[src/design/ecpr_pkg.sv]
// ----------------------------------------------------------------------------
// ecpr_pkg: shared types and codes for the clock page replacement block
// Holds the command and result codes, parameter defaults and the transaction
// structs that travel on the input and result ports.
// ----------------------------------------------------------------------------
package ecpr_pkg;

  localparam int unsigned FRAMES_DEF    = 16;
  localparam int unsigned PAGE_BITS_DEF = 20;

  localparam int unsigned CMD_W   = 2;
  localparam int unsigned SLOT_W  = 4;
  localparam int unsigned PAGE_W  = 20;
  localparam int unsigned KIND_W  = 2;
  localparam int unsigned SWAP_W  = 21;

  localparam logic [CMD_W-1:0] CMD_INSERT = 2'd0;
  localparam logic [CMD_W-1:0] CMD_ACCESS = 2'd1;
  localparam logic [CMD_W-1:0] CMD_EVICT  = 2'd2;
  localparam logic [CMD_W-1:0] CMD_RETAG  = 2'd3;

  localparam logic [KIND_W-1:0] KIND_WB     = 2'd0;
  localparam logic [KIND_W-1:0] KIND_VICTIM = 2'd1;
  localparam logic [KIND_W-1:0] KIND_ACK    = 2'd2;
  localparam logic [KIND_W-1:0] KIND_ERR    = 2'd3;

  typedef struct packed {
    logic [CMD_W-1:0]  cmd;
    logic [SLOT_W-1:0] slot;
    logic [PAGE_W-1:0] page_number;
    logic              is_write;
  } in_t;

  typedef struct packed {
    logic [KIND_W-1:0] kind;
    logic [SLOT_W-1:0] frame_slot;
    logic [PAGE_W-1:0] victim_page;
    logic [SWAP_W-1:0] swap_slot;
    logic              last;
  } out_t;

endpackage

[src/design/ecpr_ram.sv]
// ----------------------------------------------------------------------------
// ecpr_ram: generic simple dual-port RAM
// One write port, one read port, read data registered.
// ----------------------------------------------------------------------------
module ecpr_ram #(
  parameter int unsigned WIDTH = 20,
  parameter int unsigned DEPTH = 16
) (
  input  logic                     clk,
  input  logic                     we,
  input  logic [$clog2(DEPTH)-1:0] waddr,
  input  logic [WIDTH-1:0]         wdata,
  input  logic [$clog2(DEPTH)-1:0] raddr,
  output logic [WIDTH-1:0]         rdata
);

  logic [WIDTH-1:0] mem [DEPTH];

  always_ff @(posedge clk) begin
    if (we) begin
      mem[waddr] <= wdata;
    end
    rdata <= mem[raddr];
  end

endmodule

[src/design/enhanced_clock_page_replacement.sv]
// ----------------------------------------------------------------------------
// enhanced_clock_page_replacement: enhanced second-chance clock replacement
// Insert, access and retag give a single result, strobed the cycle after start.
// An evict walks the ring from the clock hand, clearing A one frame per cycle;
// an unreferenced frame takes a page RAM read and gives a write-back if dirty,
// else the victim that ends the walk. Results strobe as they form.
// busy is high for the whole walk. The receiver cannot stall the result port.
// Synchronous active-low reset clears A/D bits, count, hand and full flag.
// ----------------------------------------------------------------------------
module enhanced_clock_page_replacement
  import ecpr_pkg::*;
#(
  parameter int unsigned FRAMES    = FRAMES_DEF,
  parameter int unsigned PAGE_BITS = PAGE_BITS_DEF
) (
  input  logic clk,
  input  logic rst_n,
  input  logic start,
  output logic busy,
  input  in_t  in_item,
  output logic out_valid,
  output out_t out_item
);

  // Widths derived from the ring size and the page width.
  localparam int unsigned HW      = (FRAMES > 1) ? $clog2(FRAMES) : 1;
  localparam int unsigned CW      = $clog2(FRAMES + 1);
  localparam int unsigned CMPW    = (CW > SLOT_W) ? CW : SLOT_W;
  localparam int unsigned SXW     = (HW > SLOT_W) ? HW : SLOT_W;
  localparam int unsigned STORE_W = (PAGE_BITS < PAGE_W) ? PAGE_BITS : PAGE_W;

  // Sequencer codes.
  localparam logic [1:0] ST_IDLE = 2'd0;
  localparam logic [1:0] ST_SCAN = 2'd1;
  localparam logic [1:0] ST_EMIT = 2'd2;

  logic [1:0]        state_r, state_nxt;
  logic [CW-1:0]     count_r, count_nxt;
  logic [HW-1:0]     hand_r, hand_nxt;
  logic              full_r, full_nxt;
  logic [FRAMES-1:0] acc_r, acc_nxt;
  logic [FRAMES-1:0] dirty_r, dirty_nxt;
  logic              out_valid_r, out_valid_nxt;
  out_t              out_r, out_nxt;

  logic               ram_we;
  logic [HW-1:0]      ram_waddr;
  logic [STORE_W-1:0] ram_wdata;
  logic [STORE_W-1:0] ram_rdata;

  logic          accept;
  logic [HW-1:0] slot_idx;
  logic [SXW-1:0] slot_ext;
  logic          slot_bad;
  logic [CW-1:0] hand_inc;
  logic [HW-1:0] hand_adv;

  // Page store: written by insert and retag, read at the hand during a walk.
  ecpr_ram #(
    .WIDTH(STORE_W),
    .DEPTH(FRAMES)
  ) u_page_ram (
    .clk  (clk),
    .we   (ram_we),
    .waddr(ram_waddr),
    .wdata(ram_wdata),
    .raddr(hand_r),
    .rdata(ram_rdata)
  );

  assign accept   = start && (state_r == ST_IDLE);
  assign slot_ext = SXW'(in_item.slot);
  assign slot_idx = slot_ext[HW-1:0];
  assign slot_bad = CMPW'(in_item.slot) >= CMPW'(count_r);

  // Advance the hand with wrap at the ring's fill level.
  assign hand_inc = CW'(hand_r) + CW'(1);
  assign hand_adv = (hand_inc >= count_r) ? '0 : HW'(hand_inc);

  always_comb begin
    state_nxt     = state_r;
    count_nxt     = count_r;
    hand_nxt      = hand_r;
    full_nxt      = full_r;
    acc_nxt       = acc_r;
    dirty_nxt     = dirty_r;
    out_valid_nxt = 1'b0;
    out_nxt       = '0;
    ram_we        = 1'b0;
    ram_waddr     = HW'(count_r);
    ram_wdata     = STORE_W'(in_item.page_number);

    case (state_r)
      ST_IDLE: begin
        if (accept) begin
          out_valid_nxt = 1'b1;
          out_nxt.last  = 1'b1;
          out_nxt.kind  = KIND_ACK;
          case (in_item.cmd)
            CMD_INSERT: begin
              // Once an evict has started a walk, inserts are acknowledged and dropped.
              if (!full_r) begin
                if (count_r >= CW'(FRAMES)) begin
                  out_nxt.kind = KIND_ERR;
                end else begin
                  ram_we                       = 1'b1;
                  acc_nxt[HW'(count_r)]   = 1'b0;
                  dirty_nxt[HW'(count_r)] = 1'b0;
                  count_nxt                    = count_r + CW'(1);
                end
              end
            end
            CMD_ACCESS: begin
              if (slot_bad) begin
                out_nxt.kind = KIND_ERR;
              end else begin
                acc_nxt[slot_idx] = 1'b1;
                if (in_item.is_write) begin
                  dirty_nxt[slot_idx] = 1'b1;
                end
              end
            end
            CMD_RETAG: begin
              if (slot_bad) begin
                out_nxt.kind = KIND_ERR;
              end else begin
                ram_we              = 1'b1;
                ram_waddr           = slot_idx;
                acc_nxt[slot_idx]   = 1'b0;
                dirty_nxt[slot_idx] = 1'b0;
              end
            end
            default: begin
              // Evict: error on an empty ring, else start the walk.
              if (count_r == '0) begin
                out_nxt.kind = KIND_ERR;
              end else begin
                out_valid_nxt = 1'b0;
                full_nxt      = 1'b1;
                state_nxt     = ST_SCAN;
                if (CW'(hand_r) >= count_r) begin
                  hand_nxt = '0;
                end
              end
            end
          endcase
        end
      end
      ST_SCAN: begin
        // Referenced frame gets its second chance; otherwise fetch its page.
        if (acc_r[hand_r]) begin
          acc_nxt[hand_r] = 1'b0;
          hand_nxt        = hand_adv;
        end else begin
          state_nxt = ST_EMIT;
        end
      end
      ST_EMIT: begin
        out_valid_nxt       = 1'b1;
        out_nxt.frame_slot  = SLOT_W'(hand_r);
        out_nxt.victim_page = PAGE_W'(ram_rdata);
        hand_nxt            = hand_adv;
        if (dirty_r[hand_r]) begin
          out_nxt.kind      = KIND_WB;
          out_nxt.swap_slot = SWAP_W'(ram_rdata) + SWAP_W'(1);
          dirty_nxt[hand_r] = 1'b0;
          state_nxt         = ST_SCAN;
        end else begin
          out_nxt.kind = KIND_VICTIM;
          out_nxt.last = 1'b1;
          state_nxt    = ST_IDLE;
        end
      end
      default: begin
        state_nxt = ST_IDLE;
      end
    endcase
  end

  always_ff @(posedge clk) begin
    if (!rst_n) begin
      state_r     <= ST_IDLE;
      count_r     <= '0;
      hand_r      <= '0;
      full_r      <= 1'b0;
      acc_r       <= '0;
      dirty_r     <= '0;
      out_valid_r <= 1'b0;
    end else begin
      state_r     <= state_nxt;
      count_r     <= count_nxt;
      hand_r      <= hand_nxt;
      full_r      <= full_nxt;
      acc_r       <= acc_nxt;
      dirty_r     <= dirty_nxt;
      out_valid_r <= out_valid_nxt;
    end
  end

  // Result payload: no reset, qualified by the strobe.
  always_ff @(posedge clk) begin
    out_r <= out_nxt;
  end

  assign busy      = (state_r != ST_IDLE);
  assign out_valid = out_valid_r;
  assign out_item  = out_r;

  // Single-result commands answer on the very next cycle.
  a_single_result: assert property (@(posedge clk) disable iff (!rst_n)
    (start && !busy && in_item.cmd != CMD_EVICT) |=> (out_valid && out_item.last))
    else $error("single-result command did not answer next cycle");

  // A write-back never closes a transaction; a victim always does.
  a_wb_not_last: assert property (@(posedge clk) disable iff (!rst_n)
    (out_valid && out_item.kind == KIND_WB) |-> !out_item.last)
    else $error("write-back flagged as last");

  a_victim_last: assert property (@(posedge clk) disable iff (!rst_n)
    (out_valid && out_item.kind == KIND_VICTIM) |-> out_item.last)
    else $error("victim not flagged as last");

  // The hand stays inside the filled part of the ring.
  a_hand_range: assert property (@(posedge clk) disable iff (!rst_n)
    (count_r != '0) |-> (CW'(hand_r) < count_r))
    else $error("clock hand beyond ring fill");

  // The full flag is set only by an evict on a non-empty ring.
  a_full_nonempty: assert property (@(posedge clk) disable iff (!rst_n)
    full_r |-> (count_r != '0))
    else $error("full flag set on empty ring");

endmodule

[config.mk]
export PLATFORM = sky130hd
export DESIGN_NAME = enhanced_clock_page_replacement
export DESIGN_NICKNAME = d
export VERILOG_FILES = /design/src/design/ecpr_pkg.sv /design/src/design/ecpr_ram.sv /design/src/design/enhanced_clock_page_replacement.sv
export SDC_FILE = /design/constraint.sdc
export NUM_CORES = 1
export LEC_CHECK = 0
export BUFFER_PORTS_ARGS = -buffer_cell sky130_fd_sc_hd__buf_2
export CELL_PAD_IN_SITES_DETAIL_PLACEMENT = 0
export CELL_PAD_IN_SITES_GLOBAL_PLACEMENT = 1
export CORE_MARGIN = 2
export CORE_UTILIZATION = 50
export CTS_CLUSTER_SIZE = 8
export DETAILED_ROUTE_END_ITERATION = 8
export PLACE_DENSITY = 0.87
export SYNTH_ARGS = -nofsm -noshare
export SYNTH_HDL_FRONTEND = slang
export SYNTH_HIERARCHICAL = 1
export SYNTH_SLANG_ARGS = --single-unit
export TNS_END_PERCENT = 5
[constraint.sdc]
create_clock -name clk -period 11.85 [get_ports clk]
set_clock_uncertainty 0.2 [all_clocks]
set_input_delay 2.37 -clock clk [delete_from_list [all_inputs] [get_ports clk]]
set_output_delay 2.37 -clock clk [all_outputs]
set_load 0.02 [all_outputs]
==> results_dict.tcl <==
set metrics [dict create \
    synth_top_area_cell "edfxtp_1" \
    antenna_cells 0 \
    via_per_inst 6.172 \
    cts_tree "done" \
    cts_buffer_depth 3 \
    period_minus_slack_ns 6.203 \
    dp_hpwl_mm 25.83 \
    wire_per_inst_um 24.63 \
    reg2reg_to "u_page_ram/mem[3][18]" \
    dieWidth_um 193.2 \
    synth_area_um2 17890 \
    antenna_left 0 \
    yosys_warnings 6 \
    internal_power_w 0.002627 \
    tns_ns 0 \
    hold_end "out_item[21]" \
    r2r_start "count_r[0]" \
    seq_power_share 0.489 \
    p_clk_frac 0.459 \
    std_cell_rows 69 \
    p_sw_frac 0.2203 \
    hold_start "u_page_ram/rdata[19]" \
    synthCells 1137 \
    core_area_um2 35400 \
    hold_path_depth 2 \
    criticalPathCategory "in2reg" \
    finish.utilization 0.5774 \
    comb_power_share 0.051 \
    finalCritPeriodShare 0.5235 \
    status "finished clean" \
    max-slew-margin-rel 0.1543 \
    cts_resized 0 \
    r2r_slack_ns 7.17 \
    drt_first_pass_iters 5 \
    grt_pass1_wl_mm 63.61 \
    gp_congestion 0.9055 \
    total_leakage_power_nw 6.857 \
    clk_latency_ns 0.60 \
    p_sw_w 0.0007423 \
    grtUsageTotal 0.2310 \
    startpoint_type "input pin" \
    seq_area_frac_synth 0.6635 \
    worst_pin_slew_ns 1.267 \
    synth_edf_count 320 \
    dr_total_vias 10630 \
    finalMaxSlewViolations 0 \
    p_per_area_nw_per_um2 164.9 \
    min_path_type "reg2reg" \
    fin_nets 1291 \
    antenna_found_initial 0 \
    cp.required_ns 11.85 \
    async_flop_share 0 \
    grt_max_degree 68 \
    synth.most_common_cell "edfxtp_1" \
    hold_viol 0 \
    clock-root-buffer "clkbuf_16" \
    drt_iter0_drc 1114 \
    areaGrowthSynthToFinish_pct 14.23 \
    synth_top_area_frac 0.5371 \
    die_y_um 193.2 \
    ys_ff_latch 433 \
    grt_pass1_vias 10590 \
    setup_viol 0 \
    cap_violations 0 \
    worstSetupEndpointType "flop" \
    port_buffers 79 \
    synth_area_leaders "edfxtp_1 (54%), dfxtp_1 (13%), mux4_2 (8.9%), mux4_1 (2.3%), a22oi_1 (2.3%)" \
    drc_errors 0 \
    die_area_um2 37310 \
    arrival_ns 6.20 \
    rsz0062_at_grt "false" \
    overflow 0 \
    start_util 0.5054 \
    ctsHoldBuffers 0 \
    synth_commonest_cells "edfxtp_1 (320), dfxtp_1 (113), mux4_2 (71), nand2_1 (69), a22oi_1 (55)" \
    synth_ff_type "edfxtp_1" \
    io_pins 80 \
    cts_buffers 60 \
    cp_max_fo 20 \
    synth_fp_nets 1198 \
    synth.distinct_cells 62 \
    cts_max_level 2 \
    cts_sinks 433 \
    cts_setup_buffers 0 \
    drive_gt1_frac 0.2324 \
    wl_mm 42.42 \
    clock.fmax_mhz 161.2 \
    ir_drop_mv 0.1132 \
    ff2ff_path_depth 8 \
    clkTransAtPathRegs_ns 0.05 \
    synth.avg_cell_area_um2 15.74 \
]
placed cells by master, fill, tap and decap left out, types with 29 or more instances in the layout:
master and instances:
a22oi_1 55, and2_1 32, buf_2 79, clkbuf_1 29, clkbuf_16 61, dfxtp_1 111
edfxtp_1 320, ha_1 31, mux4_2 71, nand2_1 69, nor2_1 37, o21ai_0 41
through the flow:
step,area [µm²],std cells,worst slack (ns),hold slack (ns),power [W]
2_1_floorplan,17890,1137,5.300,0.2344,0.001783
3_3_place_gp,18730,1629,5.274,0.2602,0.001842
3_5_place_dp,18730,1629,5.161,0.2675,0.001846
4_1_cts,20440,1722,5.765,0.2741,0.003396
5_1_grt,20440,1722,5.368,0.2977,0.003476
6_report,20440,1722,5.647,0.2717,0.003370
worst max-delay path, stage by stage:
cell and delay [ns]:
buf_2 0.15, inv_1 0.09, ha_1 0.28, nand2b_1 0.13
a2111oi_0 0.80, o311a_1 0.42, nand2_1 0.08, o21ai_0 0.39
nand2_1 0.40, nor2_2 1.06
metal layers:
metal  track usage  routed length (µm)  vias up
met1        0.3255               17580     5345
li1              -                   -     4656
met4       0.06964                1003        0
met5             0                   0        -
met3       0.05520                3866       87
met2        0.3598               19970      541
flip-flops by register name, summed over array words and instances, names as in the netlist:
register	flops
out_valid	1
u_page_ram/mem	320
state_r	2
hand_r	4
count_r	5
acc_r	16
u_page_ram/rdata	20
full_r	1
dirty_r	16
out_item	48
worst max path at each step:
stage / from / end / slack (ns)
after global placement: in_item[21] / u_page_ram/mem[1][10] / 5.27
after CTS: in_item[21] / u_page_ram/mem[1][3] / 5.77
final: in_item[21] / u_page_ram/mem[3][18] / 5.65
after floorplan: in_item[21] / u_page_ram/mem[0][0] / 5.30
after global routing: in_item[21] / u_page_ram/mem[15][8] / 5.37
after detailed placement: in_item[21] / u_page_ram/mem[3][18] / 5.16
power groups by stage:
| stage | combinational (W) | sequential [W] | clock, W |
|---|---|---|---|
| final | 0.000173 | 0.00165 | 0.00155 |
| after global routing | 0.000186 | 0.00165 | 0.00164 |
| after CTS | 0.000169 | 0.00165 | 0.00158 |
| after detailed placement | 0.000168 | 0.00168 | 0 |
| after global placement | 0.000164 | 0.00168 | 0 |
| after floorplan | 0.000102 | 0.00168 | 0 |
area by class of cell:
| class | count | area, µm² |
|---|---|---|
| Inverter | 23 | 86.33 |
| Clock buffer | 90 | 1635 |
| Tap cell | 461 | 576.8 |
| Multi-Input combinational cell | 614 | 5653 |
| Sequential cell | 433 | 11880 |
| Timing Repair Buffer | 98 | 538.0 |
| Fill cell | 2695 | 14960 |
| Clock inverter | 3 | 68.82 |
cell families after synthesis:
kind of cell | after synthesis | share of synthesized area
xor+xnor | 23 | 0.01126
flops | 433 | 0.6635
fa+ha+maj | 31 | 0.02168
compound gates | 187 | 0.07819
simple gates | 261 | 0.07385
mux | 112 | 0.1274
buf+inv | 90 | 0.02406
(Power assumes the default switching activity.)
